**config.mk**
```make
export PLATFORM = sky130hd
export DESIGN_NAME = ccsc_back
export DESIGN_NICKNAME = d
export VERILOG_FILES = /design/src/sv/ccsc_pkg.sv /design/src/sv/ccsc_back.sv
export SDC_FILE = /design/constraint.sdc
export NUM_CORES = 1
export LEC_CHECK = 0
export BUFFER_PORTS_ARGS = -buffer_cell sky130_fd_sc_hd__buf_4
export CORE_MARGIN = 10
export CORE_UTILIZATION = 25
export DETAILED_ROUTE_END_ITERATION = 8
export GPL_TIMING_DRIVEN = 0
export PLACE_DENSITY = 0.45
export SLEW_MARGIN = 20
export SYNTH_ARGS = -nofsm -noshare
export SYNTH_HDL_FRONTEND = slang
export SYNTH_SLANG_ARGS = --single-unit
```
**constraint.sdc**
```tcl
create_clock -name i_clk -period 7.31 [get_ports i_clk]
set_input_delay 0.731 -clock i_clk [delete_from_list [all_inputs] [get_ports i_clk]]
set_output_delay 0.731 -clock i_clk [all_outputs]
set_load 0.005 [all_outputs]
```
**src/sv/ccsc_pkg.sv**
```systemverilog
// Shared types, codes and constants of the command syntax checker.
package ccsc_pkg;

    // Widths of the length and argument count state and of the limit register
    localparam int LENGTH_BITS = 31;
    localparam int COUNT_BITS  = 8;
    localparam int CFG_BITS    = 31;

    // Limit after reset: the largest signed 32-bit value divided by ten
    localparam longint INT_MAX = 64'd2147483647;
    localparam logic [CFG_BITS-1:0] LIMIT_RESET = CFG_BITS'(INT_MAX / 10);

    // Characters of the grammar
    localparam logic [7:0] CH_UNDER = 8'h5F;
    localparam logic [7:0] CH_LPAR  = 8'h28;
    localparam logic [7:0] CH_RPAR  = 8'h29;
    localparam logic [7:0] CH_NL    = 8'h0A;
    localparam logic [7:0] CH_MINUS = 8'h2D;
    localparam logic [7:0] CH_ONE   = 8'h31;
    localparam logic [7:0] CH_COMMA = 8'h2C;
    localparam logic [7:0] CH_SPACE = 8'h20;
    localparam logic [7:0] CH_ZERO  = 8'h30;
    localparam logic [7:0] CH_NINE  = 8'h39;
    localparam logic [7:0] CH_UP_A  = 8'h41;
    localparam logic [7:0] CH_UP_Z  = 8'h5A;
    localparam logic [7:0] CH_LO_A  = 8'h61;
    localparam logic [7:0] CH_LO_Z  = 8'h7A;
    localparam logic [7:0] CH_NUL   = 8'h00;

    // Parse phases
    localparam logic [3:0] PH_NAME      = 4'd0;
    localparam logic [3:0] PH_ARG_FIRST = 4'd1;
    localparam logic [3:0] PH_ARG       = 4'd2;
    localparam logic [3:0] PH_DIGITS    = 4'd3;
    localparam logic [3:0] PH_MINUS     = 4'd4;
    localparam logic [3:0] PH_PAYLOAD   = 4'd5;
    localparam logic [3:0] PH_SEP       = 4'd6;
    localparam logic [3:0] PH_SPACE     = 4'd7;
    localparam logic [3:0] PH_NEWLINE   = 4'd8;
    localparam logic [3:0] PH_DONE      = 4'd9;

    // Verdict codes
    localparam logic [1:0] V_PENDING = 2'd0;
    localparam logic [1:0] V_VALID   = 2'd1;
    localparam logic [1:0] V_INVALID = 2'd2;
    localparam logic [1:0] V_IGNORED = 2'd3;

    // Role codes
    localparam logic [1:0] ROLE_SYNTAX  = 2'd0;
    localparam logic [1:0] ROLE_NAME    = 2'd1;
    localparam logic [1:0] ROLE_PAYLOAD = 2'd2;

    // Input beat
    typedef struct packed {
        logic [7:0] data_byte;
        logic       first_byte;
    } t_cmd;

    // Result beat
    typedef struct packed {
        logic [1:0] verdict;
        logic [1:0] role;
        logic [7:0] args_done;
    } t_res;

    // Classified byte handed from front to back
    typedef struct packed {
        logic       first;
        logic       is_digit;
        logic       is_name;
        logic       is_lpar;
        logic       is_rpar;
        logic       is_comma;
        logic       is_space;
        logic       is_minus;
        logic       is_one;
        logic       is_nl;
        logic       is_nul;
        logic [3:0] dval;
    } t_cls;

endpackage

```
**src/sv/ccsc_back.sv**
```systemverilog
// Back end: grammar state machine and result queue.
module ccsc_back import ccsc_pkg::*; (
    input  logic                i_clk,
    input  logic                i_rst_n,
    input  logic                i_valid,
    input  t_cls                i_cls,
    output logic                o_take,
    input  logic [CFG_BITS-1:0] i_limit,
    output logic                o_empty,
    input  logic                i_pop,
    output t_res                o_res
);

    localparam logic [LENGTH_BITS+3:0] LEN_MAX_W = (LENGTH_BITS+4)'({LENGTH_BITS{1'b1}});
    localparam logic [COUNT_BITS-1:0]  CNT_MAX   = {COUNT_BITS{1'b1}};

    // Parse state
    logic [3:0]             r_phase;
    logic                   r_nonempty;
    logic [LENGTH_BITS-1:0] r_len;
    logic [LENGTH_BITS-1:0] r_left;
    logic [COUNT_BITS-1:0]  r_total;
    logic [3:0]             n_phase;
    logic                   n_nonempty;
    logic [LENGTH_BITS-1:0] n_len;
    logic [LENGTH_BITS-1:0] n_left;
    logic [COUNT_BITS-1:0]  n_total;

    // State seen by this byte, after a restart
    logic [3:0]             e_phase;
    logic                   e_nonempty;
    logic [LENGTH_BITS-1:0] e_len;
    logic [LENGTH_BITS-1:0] e_left;
    logic [COUNT_BITS-1:0]  e_total;

    logic [LENGTH_BITS+3:0] w_prod;
    logic [LENGTH_BITS-1:0] w_left_dec;
    logic [COUNT_BITS-1:0]  w_total_inc;
    logic                   w_len_full;
    logic [1:0]             w_verdict;
    logic [1:0]             w_role;
    t_res                   w_res;

    // Result queue
    t_res       r_omem [0:1];
    logic       r_owp;
    logic       r_orp;
    logic [1:0] r_ocnt;
    logic [1:0] n_ocnt;
    logic       w_opop;

    assign o_take = i_valid && (r_ocnt != 2'd2);

    // Restart the parse on a first byte
    always_comb begin
        if (i_cls.first) begin
            e_phase    = PH_NAME;
            e_nonempty = 1'b0;
            e_len      = '0;
            e_left     = '0;
            e_total    = '0;
        end else begin
            e_phase    = r_phase;
            e_nonempty = r_nonempty;
            e_len      = r_len;
            e_left     = r_left;
            e_total    = r_total;
        end
    end

    // Length accumulation, payload countdown and argument count
    assign w_prod      = ({4'b0, e_len} << 3) + ({4'b0, e_len} << 1) +
                         (LENGTH_BITS+4)'(i_cls.dval);
    assign w_len_full  = CFG_BITS'(e_len) >= i_limit;
    assign w_left_dec  = (e_left != '0) ? e_left - LENGTH_BITS'(1) : '0;
    assign w_total_inc = (e_total != CNT_MAX) ? e_total + COUNT_BITS'(1) : e_total;

    // Grammar step
    always_comb begin
        n_phase    = e_phase;
        n_nonempty = e_nonempty;
        n_len      = e_len;
        n_left     = e_left;
        n_total    = e_total;
        w_verdict  = V_PENDING;
        w_role     = ROLE_SYNTAX;
        case (e_phase)
            PH_NAME: begin
                if (i_cls.is_name) begin
                    n_nonempty = 1'b1;
                    w_role     = ROLE_NAME;
                end else if (i_cls.is_lpar && e_nonempty) begin
                    n_phase = PH_ARG_FIRST;
                end else begin
                    n_phase   = PH_DONE;
                    w_verdict = V_INVALID;
                end
            end
            PH_ARG_FIRST, PH_ARG: begin
                if (i_cls.is_digit) begin
                    if (i_limit == '0) begin
                        n_phase   = PH_DONE;
                        w_verdict = V_INVALID;
                    end else begin
                        n_len   = LENGTH_BITS'(i_cls.dval);
                        n_phase = PH_DIGITS;
                    end
                end else if (i_cls.is_minus) begin
                    n_phase = PH_MINUS;
                end else if (i_cls.is_rpar && (e_phase == PH_ARG_FIRST)) begin
                    n_phase = PH_NEWLINE;
                end else begin
                    n_phase   = PH_DONE;
                    w_verdict = V_INVALID;
                end
            end
            PH_DIGITS: begin
                if (i_cls.is_digit) begin
                    if (w_len_full) begin
                        n_phase   = PH_DONE;
                        w_verdict = V_INVALID;
                    end else if (w_prod > LEN_MAX_W) begin
                        n_len = LEN_MAX_W[LENGTH_BITS-1:0];
                    end else begin
                        n_len = w_prod[LENGTH_BITS-1:0];
                    end
                end else if (e_len != '0) begin
                    if (i_cls.is_space) begin
                        n_left  = e_len;
                        n_phase = PH_PAYLOAD;
                    end else begin
                        n_phase   = PH_DONE;
                        w_verdict = V_INVALID;
                    end
                end else begin
                    // zero length: count it and check this byte as a separator
                    n_total = w_total_inc;
                    if (i_cls.is_comma) begin
                        n_phase = PH_SPACE;
                    end else if (i_cls.is_rpar) begin
                        n_phase = PH_NEWLINE;
                    end else begin
                        n_phase   = PH_DONE;
                        w_verdict = V_INVALID;
                    end
                end
            end
            PH_MINUS: begin
                if (i_cls.is_one) begin
                    n_total = w_total_inc;
                    n_phase = PH_SEP;
                end else begin
                    n_phase   = PH_DONE;
                    w_verdict = V_INVALID;
                end
            end
            PH_PAYLOAD: begin
                if (i_cls.is_nul) begin
                    n_phase   = PH_DONE;
                    w_verdict = V_INVALID;
                end else begin
                    w_role = ROLE_PAYLOAD;
                    n_left = w_left_dec;
                    if (w_left_dec == '0) begin
                        n_total = w_total_inc;
                        n_phase = PH_SEP;
                    end
                end
            end
            PH_SEP: begin
                if (i_cls.is_comma) begin
                    n_phase = PH_SPACE;
                end else if (i_cls.is_rpar) begin
                    n_phase = PH_NEWLINE;
                end else begin
                    n_phase   = PH_DONE;
                    w_verdict = V_INVALID;
                end
            end
            PH_SPACE: begin
                if (i_cls.is_space) begin
                    n_phase = PH_ARG;
                end else begin
                    n_phase   = PH_DONE;
                    w_verdict = V_INVALID;
                end
            end
            PH_NEWLINE: begin
                n_phase   = PH_DONE;
                w_verdict = i_cls.is_nl ? V_VALID : V_INVALID;
            end
            default: begin
                w_verdict = V_IGNORED;
            end
        endcase
    end

    // Build the result beat, count shown saturated at 255
    always_comb begin
        w_res.verdict   = w_verdict;
        w_res.role      = w_role;
        w_res.args_done = (32'(n_total) > 32'd255) ? 8'hFF : 8'(n_total);
    end

    // Hold or advance the parse state
    always_ff @(posedge i_clk) begin
        if (!i_rst_n) begin
            r_phase    <= PH_NAME;
            r_nonempty <= 1'b0;
            r_len      <= '0;
            r_left     <= '0;
            r_total    <= '0;
        end else if (o_take) begin
            r_phase    <= n_phase;
            r_nonempty <= n_nonempty;
            r_len      <= n_len;
            r_left     <= n_left;
            r_total    <= n_total;
        end
    end

    // Result queue control
    assign o_empty = (r_ocnt == 2'd0);
    assign o_res   = r_omem[r_orp];
    assign w_opop  = i_pop && !o_empty;

    always_comb begin
        n_ocnt = r_ocnt;
        if (o_take && !w_opop) begin
            n_ocnt = r_ocnt + 2'd1;
        end else if (!o_take && w_opop) begin
            n_ocnt = r_ocnt - 2'd1;
        end
    end

    always_ff @(posedge i_clk) begin
        if (!i_rst_n) begin
            r_owp  <= 1'b0;
            r_orp  <= 1'b0;
            r_ocnt <= 2'd0;
        end else begin
            r_ocnt <= n_ocnt;
            if (o_take) begin
                r_owp <= ~r_owp;
            end
            if (w_opop) begin
                r_orp <= ~r_orp;
            end
        end
    end

    // Store the result beat
    always_ff @(posedge i_clk) begin
        if (o_take) begin
            r_omem[r_owp] <= w_res;
        end
    end

`ifndef NO_ASSERTIONS
    a_ocnt_bound: assert property (@(posedge i_clk) disable iff (!i_rst_n)
        r_ocnt != 2'd3)
        else $error("result queue overfilled");

    a_verdict_ends: assert property (@(posedge i_clk) disable iff (!i_rst_n)
        (o_take && (w_verdict == V_VALID || w_verdict == V_INVALID)) |=>
        r_phase == PH_DONE)
        else $error("parse did not stop after a verdict");

    a_payload_pending: assert property (@(posedge i_clk) disable iff (!i_rst_n)
        (o_take && w_role == ROLE_PAYLOAD) |-> (w_verdict == V_PENDING))
        else $error("payload byte carries a final verdict");

    a_count_monotonic: assert property (@(posedge i_clk) disable iff (!i_rst_n)
        (o_take && !i_cls.first) |=> (r_total >= $past(r_total)))
        else $error("argument count dropped without a restart");

    a_ignored_holds: assert property (@(posedge i_clk) disable iff (!i_rst_n)
        (o_take && w_verdict == V_IGNORED) |=> $stable(r_total) && $stable(r_phase))
        else $error("state moved on an ignored byte");
`endif

endmodule

```
Word level (Yosys, flattened, before mapping). Memory sizes are Yosys's and may differ from the RTL's. A register that Yosys moved wholly into a read port is not among the register bits. Index checks and enable logic that the tools add are counted.

Mux-type cells: 68. Add/sub/neg operators: 6. Reductions and logical operators: 17. Eq/ne operators: 10. Bitwise operators: 2. $lt $le $gt $ge: 2.

Operators with widths (number): 31-bit 2-to-1 mux (12); 31-bit one-hot mux with 2 select lines (2); 31-bit logical NOT (2); 31-bit nonzero test (2); 4-bit 2-to-1 mux (15); 8-bit 2-to-1 mux (7); 2-bit 2-to-1 mux (18); 34-bit by 32-bit adder with 35-bit output (1); 35-bit by 4-bit adder with 35-bit output (1); 35-bit by 31-bit > comparator with 1-bit output (second input constant) (1); 4-bit one-hot mux with 8 select lines (1); 31-bit >= comparator (1); 31-bit by 1-bit subtractor with 31-bit output (second input constant) (1); 8-bit one-hot mux with 3 select lines (1); 4-bit by 3-bit equality test with 1-bit output (second input constant) (4); 2-bit one-hot mux with 8 select lines (1); 1-bit 2-to-1 mux (10); 8-bit by 1-bit adder with 8-bit output (second input constant) (1); 4-bit by 2-bit equality test with 1-bit output (second input constant) (2); 8-bit inequality test (second input constant) (1); 1-bit logical AND (6); 4-bit by 1-bit equality test with 1-bit output (second input constant) (1); 4-bit equality test (second input constant) (1); 4-bit logical NOT (1); 9 further kinds (12).

Memories kept: 1. Bits of input ports: 50. Register bits after elaboration: 79. Memory bits (writable): 24. Logic and storage cells: 114.

Memories: r_omem (depth 2, width 12, rd ports 1, clocked after memory_dff 1, wr ports 1, line ccsc_back.sv:45) `t_res r_omem [0:1];`.

Longest topological paths before layout. Gate-level depths: netlist (run 1).

Word-level depth: 8. Depth in mapped cells: 20. Gate-level depth less buffers: 14.

Worst setup path before layout (run 1). Ideal clock, no wire load.

Path type: input-to-reg. Start point: in i_cls[14] (netlist bit). End point: reg r_len[13]. Slack: 1.845 ns. Arrival time: 5.337 ns. Buffers on the path: 7. Stages on the path: 19. Setup time: 0.129 ns. Path through: clkbuf_1 > clkbuf_1 > buf_1 > clkbuf_1 > clkbuf_1 > clkbuf_1 > nor2b_1 > ha_1 > ha_1 > a211oi_1 > nor2_1 > o31ai_1 > o31ai_1 > a31o_2 > a311oi_1 > nand4_1 > clkbuf_1 > o311ai_0 > nand2_1.

Cells in the longest elaborated chain, start to end: 8.

RTL lines: start, declared (line ccsc_back.sv:6) `input t_cls i_cls,`; 31-bit 2-to-1 mux (line ccsc_back.sv:56) `if (i_cls.first) begin`; 34-bit by 32-bit adder with 35-bit output (line ccsc_back.sv:72) `assign w_prod = ({4'b0, e_len} << 3) + ({4'b0, e_len} << 1) +`; 35-bit by 4-bit adder with 35-bit output (line ccsc_back.sv:72); 35-bit by 31-bit > comparator with 1-bit output (line ccsc_back.sv:122) `end else if (w_prod > LEN_MAX_W) begin`; 31-bit 2-to-1 mux (line ccsc_back.sv:122); 31-bit 2-to-1 mux (line ccsc_back.sv:119) `if (w_len_full) begin`; 31-bit 2-to-1 mux (line ccsc_back.sv:118) `if (i_cls.is_digit) begin`; 31-bit one-hot mux with 2 select lines (*) (line ccsc_back.sv:87) `case (e_phase)`; end signal, assigned (line ccsc_back.sv:216) `r_len <= n_len;`; end, declared (line ccsc_back.sv:20) `logic [LENGTH_BITS-1:0] r_len;`.

Every way passes the cells marked *; elsewhere a longest branch is shown, timed or not. A chain may end at the register's enable or synchronous reset.

Worst setup path after layout (run 1).
Start point: in i_cls[14] (netlist bit). End point: reg r_len[18].

Same word-level chain as after synthesis.

==> impl_metrics.json, run 1 <==
{
  "status": "complete, no violations",
  "clkTransAtPathRegs_ns": 0.08,
  "die_y_um": 219,
  "cp-start-kind": "input port",
  "post_synth_num_cell_types": 88,
  "cts-root-buf": "clkbuf_16",
  "drtAntennaViolNets": 0,
  "drive_gt1_frac": 0.0952,
  "ys_seq_area_frac": 0.235,
  "dr.pass1.iters": 7,
  "yosys_most_used_dff": "dfxtp_1",
  "antenna_found_initial": 1,
  "hold_ws_ns": 0.495,
  "netSwitchingPower_uw": 727,
  "combPwrFrac": 0.365,
  "hold_class": "reg -> reg",
  "wl_met3_mm": 1.76,
  "min_to": "r_total[1]",
  "routed_wl_mm": 37.8,
  "synthCells": 1291,
  "p_total_mw": 1.90,
  "peakVddDrop_mv": 0.118,
  "floorplan.initialDensity": 0.254,
  "synth_nets": 1437,
  "reg2reg_slack_ns": 2.19,
  "cp_slowest_stage_delay_ns": 0.71,
  "required_ns": 7.55,
  "grt_max_degree": 20,
  "max_freq_mhz": 145,
  "grt_first_pass_wirelength_mm": 58.9,
  "synth-seq-cells": 104,
  "area_growth_pct": 14.5,
  "worstPathMaxFanout": 19,
  "post-dp-hpwl_mm": 30.4,
  "critPathBufInv": 6,
  "design.die.area_sq_mm": 0.0478,
  "max_cap_viol_count": 0,
  "hold_buffers": 0,
  "hp-start": "r_total[1]",
  "dp_slack_ns": -0.868,
  "clock_path_buffers": 2,
  "switching_share": 0.382,
  "hold_path_depth": 2,
  "cts_buffers": 9,
  "grt_remaining_overflow": 0,
  "setup_viol": 0,
  "portBuffers": 61,
  "avgRoutedWirePerCell_um": 20.0,
  "p_clk_frac": 0.279,
  "reg2reg_to": "r_len[18]",
  "crit_chain": "clkbuf_1 > clkbuf_1 > clkbuf_4 > clkbuf_2 > clkbuf_1 > nor2b_1 > ha_1 > ha_1 > a211oi_1 > o211ai_1 > o211ai_1 > a31oi_1 > o2111a_1 > o211ai_1 > nand4_1 > clkbuf_1 > o311ai_0 > nand2_1",
  "critPathTopFamily": "buffers and inverters",
  "p_int_mw": 1.18,
  "worst_slew_pin_slew_ns": 1.04,
  "netlist_area_sq_mm": 0.00987,
  "via_count": 10265,
  "finalWorstSetupSlack_ns": 0.413,
  "power_density_mw_per_mm2": 168,
  "track_usage": 0.154,
  "finalCritPeriodShare": 0.944,
  "cts_tree": "done",
  "h-tree-depth": 3,
  "rr_worst_depth": 15,
  "drcViolationCount": 0,
  "synth_edf_count": 24,
  "crit_top_cell": "clkbuf_1",
  "final_nets": 1507,
  "endpoint_kind": "flop",
  "layout_common_cells": "nor2_1, nand2_1, o21ai_0, ha_1, a21oi_1",
  "ys_warn_count": 0,
  "hold_violations": 0,
  "drt_iter0_markers": 784,
  "rows": 72,
  "wl_met1_mm": 18.2,
  "r2r-start": "r_len[0]",
  "rsz0062_at_grt": "false",
  "p_leak_nw": 4.75,
  "final_common_cell": "nor2_1",
  "slowest_stage": "o211ai_1",
  "vias_per_cell": 5.45,
  "power_frac_seq": 0.356,
  "worstSetupPathType": "in -> reg",
  "top_layer": "met4",
  "async_reset_ff_frac": 0,
  "clk_latency_ns": 0.37,
  "post-route-min-period_ns": 6.90,
  "critPathArrivalTime_ns": 7.14,
  "wl_met2_mm": 17.1,
  "max-slew-margin-rel": 0.301,
  "clock_skew_ns": 0.0154,
  "core_sq_mm": 0.0388,
  "first_global_vias": 9888,
  "globalplace.congestion": 0.918,
  "post_cts_resize_count": 3,
  "postCtsSetupBuffers": 0,
  "slew_viol_final": 0,
  "io_pins": 64,
  "synth.avg_cell_area_sq_um": 7.64,
  "cts_num_sinks": 104,
  "die_x_um": 219
}
[logic make-up after synthesis]
kind of cell / after synthesis / synth area share
buffers and inverters: 135 / 0.0526
adder cells (fa/ha/maj): 96 / 0.122
AO/OA/AOI/OAI: 404 / 0.275
multiplexers: 27 / 0.0294
XOR/XNOR: 41 / 0.0364
AND/OR/NAND/NOR: 484 / 0.249
flip-flops: 104 / 0.235
[per-layer routing]
| layer | vias up | track usage |
|---|---|---|
| met2 | 279 | 0.251 |
| li1 | 4993 | - |
| met3 | 44 | 0.0182 |
| met1 | 4949 | 0.213 |
| met4 | 0 | 0.0347 |
| met5 | - | 0 |
[power groups by stage]
stage	Clock (mW)	Sequential, mW	Combinational [mW]
2_1_floorplan	0	0.679	0.452
3_3_place_gp	0	0.691	0.688
3_5_place_dp	0	0.691	0.691
4_1_cts	0.543	0.678	0.694
5_1_grt	0.565	0.684	0.765
6_report	0.530	0.678	0.695
[sequential cells by signal, indices dropped and copies added, names as in the netlist, named ones only]
signal and flops:
r_phase 4, r_left 31, r_ocnt 2, r_omem 24
r_len 31, r_nonempty 1, r_total 8, r_orp 1
r_owp 1
[worst reg2reg max path: stages, from the launching register on]
cell      delay [ns]
dfxtp_1         0.41
nor2b_1         0.15
clkbuf_1        0.34
xor2_1          0.18
ha_1            0.26
ha_1            0.31
a211oi_1        0.36
nor3_1          0.17
o211ai_1        0.34
a31oi_1         0.27
o2111a_1        0.30
o211ai_1        0.71
nand4_1         0.38
clkbuf_1        0.33
o311ai_0        0.39
nand2_1         0.08
[synth_stat cells, types with 12 or more instances]
master,count,area (sq um)
nand4_1,24,150
xnor2_1,21,184
edfxtp_1,24,721
xor2_1,20,175
nand2_1,113,424
nor2_1,117,439
ha_1,95,1190
nand3_1,38,190
a22oi_1,22,165
mux2_2,16,180
clkbuf_1,63,236
o211ai_1,15,113
o21ai_0,95,475
o31ai_1,15,113
inv_1,61,229
o221ai_1,21,184
a31oi_1,17,106
nor2b_1,47,294
nor4_1,27,169
a211oi_1,17,128
a221oi_1,12,105
dfxtp_1,80,1600
a21oi_1,89,445
nor3_1,40,200
a21o_1,15,113
[area by class of cell]
type / instances / area [sq um]
fillers: 4241 / 27500
multi-input cells: 1052 / 7030
flip-flops and latches: 104 / 2320
well taps: 518 / 648
repair buffers: 61 / 458
plain buffers: 71 / 285
inverters: 62 / 233
clock buffers: 9 / 225
clock inverters: 7 / 90.1
diodes: 1 / 2.50
[how the worst max path moves through the flow]
stage / from / to / slack, ns / cells after the start
after floorplan: i_cls[14] / r_len[13] / 1.84 / 19
after global placement: i_cls[14] / r_len[17] / -0.82 / 19
after detailed placement: i_cls[14] / r_len[18] / -0.87 / 19
after CTS: i_cls[14] / r_len[18] / 0.03 / 19
after global routing: i_cls[14] / r_len[23] / 0.09 / 18
final: i_cls[14] / r_len[18] / 0.41 / 18
[per-stage QoR]
stage | util | std cells | cell area, sq um | TNS, ns
floorplan | - | 1291 | 9870 | 0
global placement | 0.283 | 1870 | 11000 | -19.74
detailed placement | 0.283 | 1870 | 11000 | -21.00
CTS | 0.291 | 1885 | 11300 | 0
global route | 0.291 | 1884 | 11300 | 0
finish | 0.291 | 1885 | 11300 | 0
(Power assumes the default switching activity.)
==> run 2, diff against run 1 <==
Settings changed: BUFFER_PORTS_ARGS -buffer_cell sky130_fd_sc_hd__buf_4 to -buffer_cell sky130_fd_sc_hd__buf_2.
==> impl_metrics.json, run 2 (synthesis results as in run 1) <==
{
  "status": "complete, no violations",
  "worst_slew_pin_slew_ns": 1.04,
  "crit_path_end": "r_len[17]",
  "cts_buffers": 9,
  "floorplan.initialDensity": 0.254,
  "grt_remaining_overflow": 0,
  "max_freq_mhz": 148,
  "rr_worst_depth": 15,
  "first_global_vias": 9986,
  "peakVddDrop_mv": 0.117,
  "p_total_mw": 1.89,
  "portBuffers": 61,
  "post-dp-hpwl_mm": 30.1,
  "area_growth_pct": 13.0,
  "slowest_stage": "o211ai_1",
  "startpoint": "i_cls[14]",
  "setup_viol": 0,
  "drive_gt1_frac": 0.0951,
  "reg2reg_to": "r_len[17]",
  "max_cap_viol_count": 0,
  "tns_ns": 0,
  "worstSetupPathType": "in -> reg",
  "endpoint_kind": "flop",
  "routed_wl_mm": 37.9,
  "drcViolationCount": 0,
  "final_common_cell": "nor2_1",
  "dp.cells": 1870,
  "clock_skew_ns": 0.0172,
  "clkTransAtPathRegs_ns": 0.09,
  "grt_max_degree": 20,
  "die_y_um": 219,
  "cts-root-buf": "clkbuf_16",
  "cp_slowest_stage_delay_ns": 0.66,
  "multi_input_area_sq_mm": 0.00703,
  "clk_latency_ns": 0.38,
  "hold_path_depth": 2,
  "dp_slack_ns": -0.768,
  "h-tree-depth": 3,
  "hold_ws_ns": 0.500,
  "die_x_um": 219,
  "regArea_sq_mm": 0.00232,
  "slew_viol_final": 0,
  "hold_violations": 0,
  "p_leak_nw": 4.70,
  "hold_class": "reg -> reg",
  "fin_cells": 1886,
  "finalCritPeriodShare": 0.922,
  "drt_iter0_markers": 738,
  "rows": 72,
  "final_util": 0.287,
  "nFillCells": 4245,
  "design.die.area_sq_mm": 0.0478,
  "place_area_sq_mm": 0.0108,
  "worstPathMaxFanout": 19,
  "avgRoutedWirePerCell_um": 20.1,
  "layout_common_cells": "nor2_1, nand2_1, o21ai_0, ha_1, a21oi_1",
  "antenna_found_initial": 3,
  "max-slew-margin-rel": 0.303,
  "critPathArrivalTime_ns": 6.99,
  "cp-start-kind": "input port",
  "final_area_sq_mm": 0.0112,
  "post-route-min-period_ns": 6.74,
  "reg_top3": "r_left x31, r_len x31, r_omem x24",
  "grt_first_pass_wirelength_mm": 58.6,
  "crit_top_cell": "clkbuf_1",
  "required_ns": 7.56,
  "hold_buffers": 0,
  "track_usage": 0.155,
  "reg2reg_slack_ns": 2.29,
  "io_pins": 64,
  "globalplace.congestion": 0.921,
  "crit_chain": "clkbuf_1 > clkbuf_1 > clkbuf_4 > clkbuf_2 > clkbuf_1 > nor2b_1 > ha_1 > ha_1 > a211oi_1 > o211ai_1 > o211ai_1 > a31oi_1 > o2111a_1 > o211ai_1 > nand4_1 > clkbuf_1 > o311ai_0 > nand2_1",
  "cts_tree": "done",
  "clock_path_buffers": 2,
  "finalWorstSetupSlack_ns": 0.569,
  "rsz0062_at_grt": "false",
  "final_nets": 1508,
  "core_sq_mm": 0.0388,
  "power_density_mw_per_mm2": 169,
  "cts_num_sinks": 104,
  "via_count": 10388,
  "dr.pass1.iters": 5,
  "r2r-start": "r_len[0]",
  "drtAntennaViolNets": 0,
  "vias_per_cell": 5.51
}
==> run 2: worst min path at each step <==
stage | start | to
floorplan | r_total[1] | r_total[1]
global placement | r_total[1] | r_total[1]
detailed placement | r_total[1] | r_total[1]
CTS | r_total[1] | r_total[1]
global route | r_total[1] | r_total[1]
finish | r_total[1] | r_total[1]
==> run 2: final cells by class <==
cell class,count,share of cell area
Multi-Input combinational cell,1052,0.631
Sequential cell,104,0.208
Tap cell,518,0.0581
Timing Repair Buffer,61,0.0274
Buffer,72,0.0259
Inverter,62,0.0209
Clock buffer,9,0.0202
Clock inverter,7,0.00819
Antenna cell,1,0.000224
==> run 2: timing repair <==
| item | CTS | global route |
|---|---|---|
| gates resized for setup | 3 | 1 |
| pin swaps | 0 | 0 |
| cloned | 0 | 0 |
| endpoints found under the setup margin | 26 | 26 |
| buffers inserted | 0 | 0 |
==> run 2: metal layers <==
metal,part of all wire,wire (um),up-vias,track usage
met5,0,0,-,0
met4,0.028,1060,0,0.0501
met3,0.064,2420,57,0.0225
met2,0.44,16600,366,0.241
met1,0.47,17900,4963,0.215
li1,-,-,5002,-
==> run 2: worst max-delay path: cells and delay by family <==
| family | cells | cell delay, ns |
|---|---|---|
| fa+ha+maj | 2 | 0.68 |
| buf+inv | 6 | 2.51 |
| simple gates | 3 | 0.64 |
| compound gates | 7 | 2.39 |
==> run 2: where the power goes <==
part	internal, mW	switching (mW)
sequential	0.646	0.0315
combinational	0.236	0.438
clock	0.274	0.263
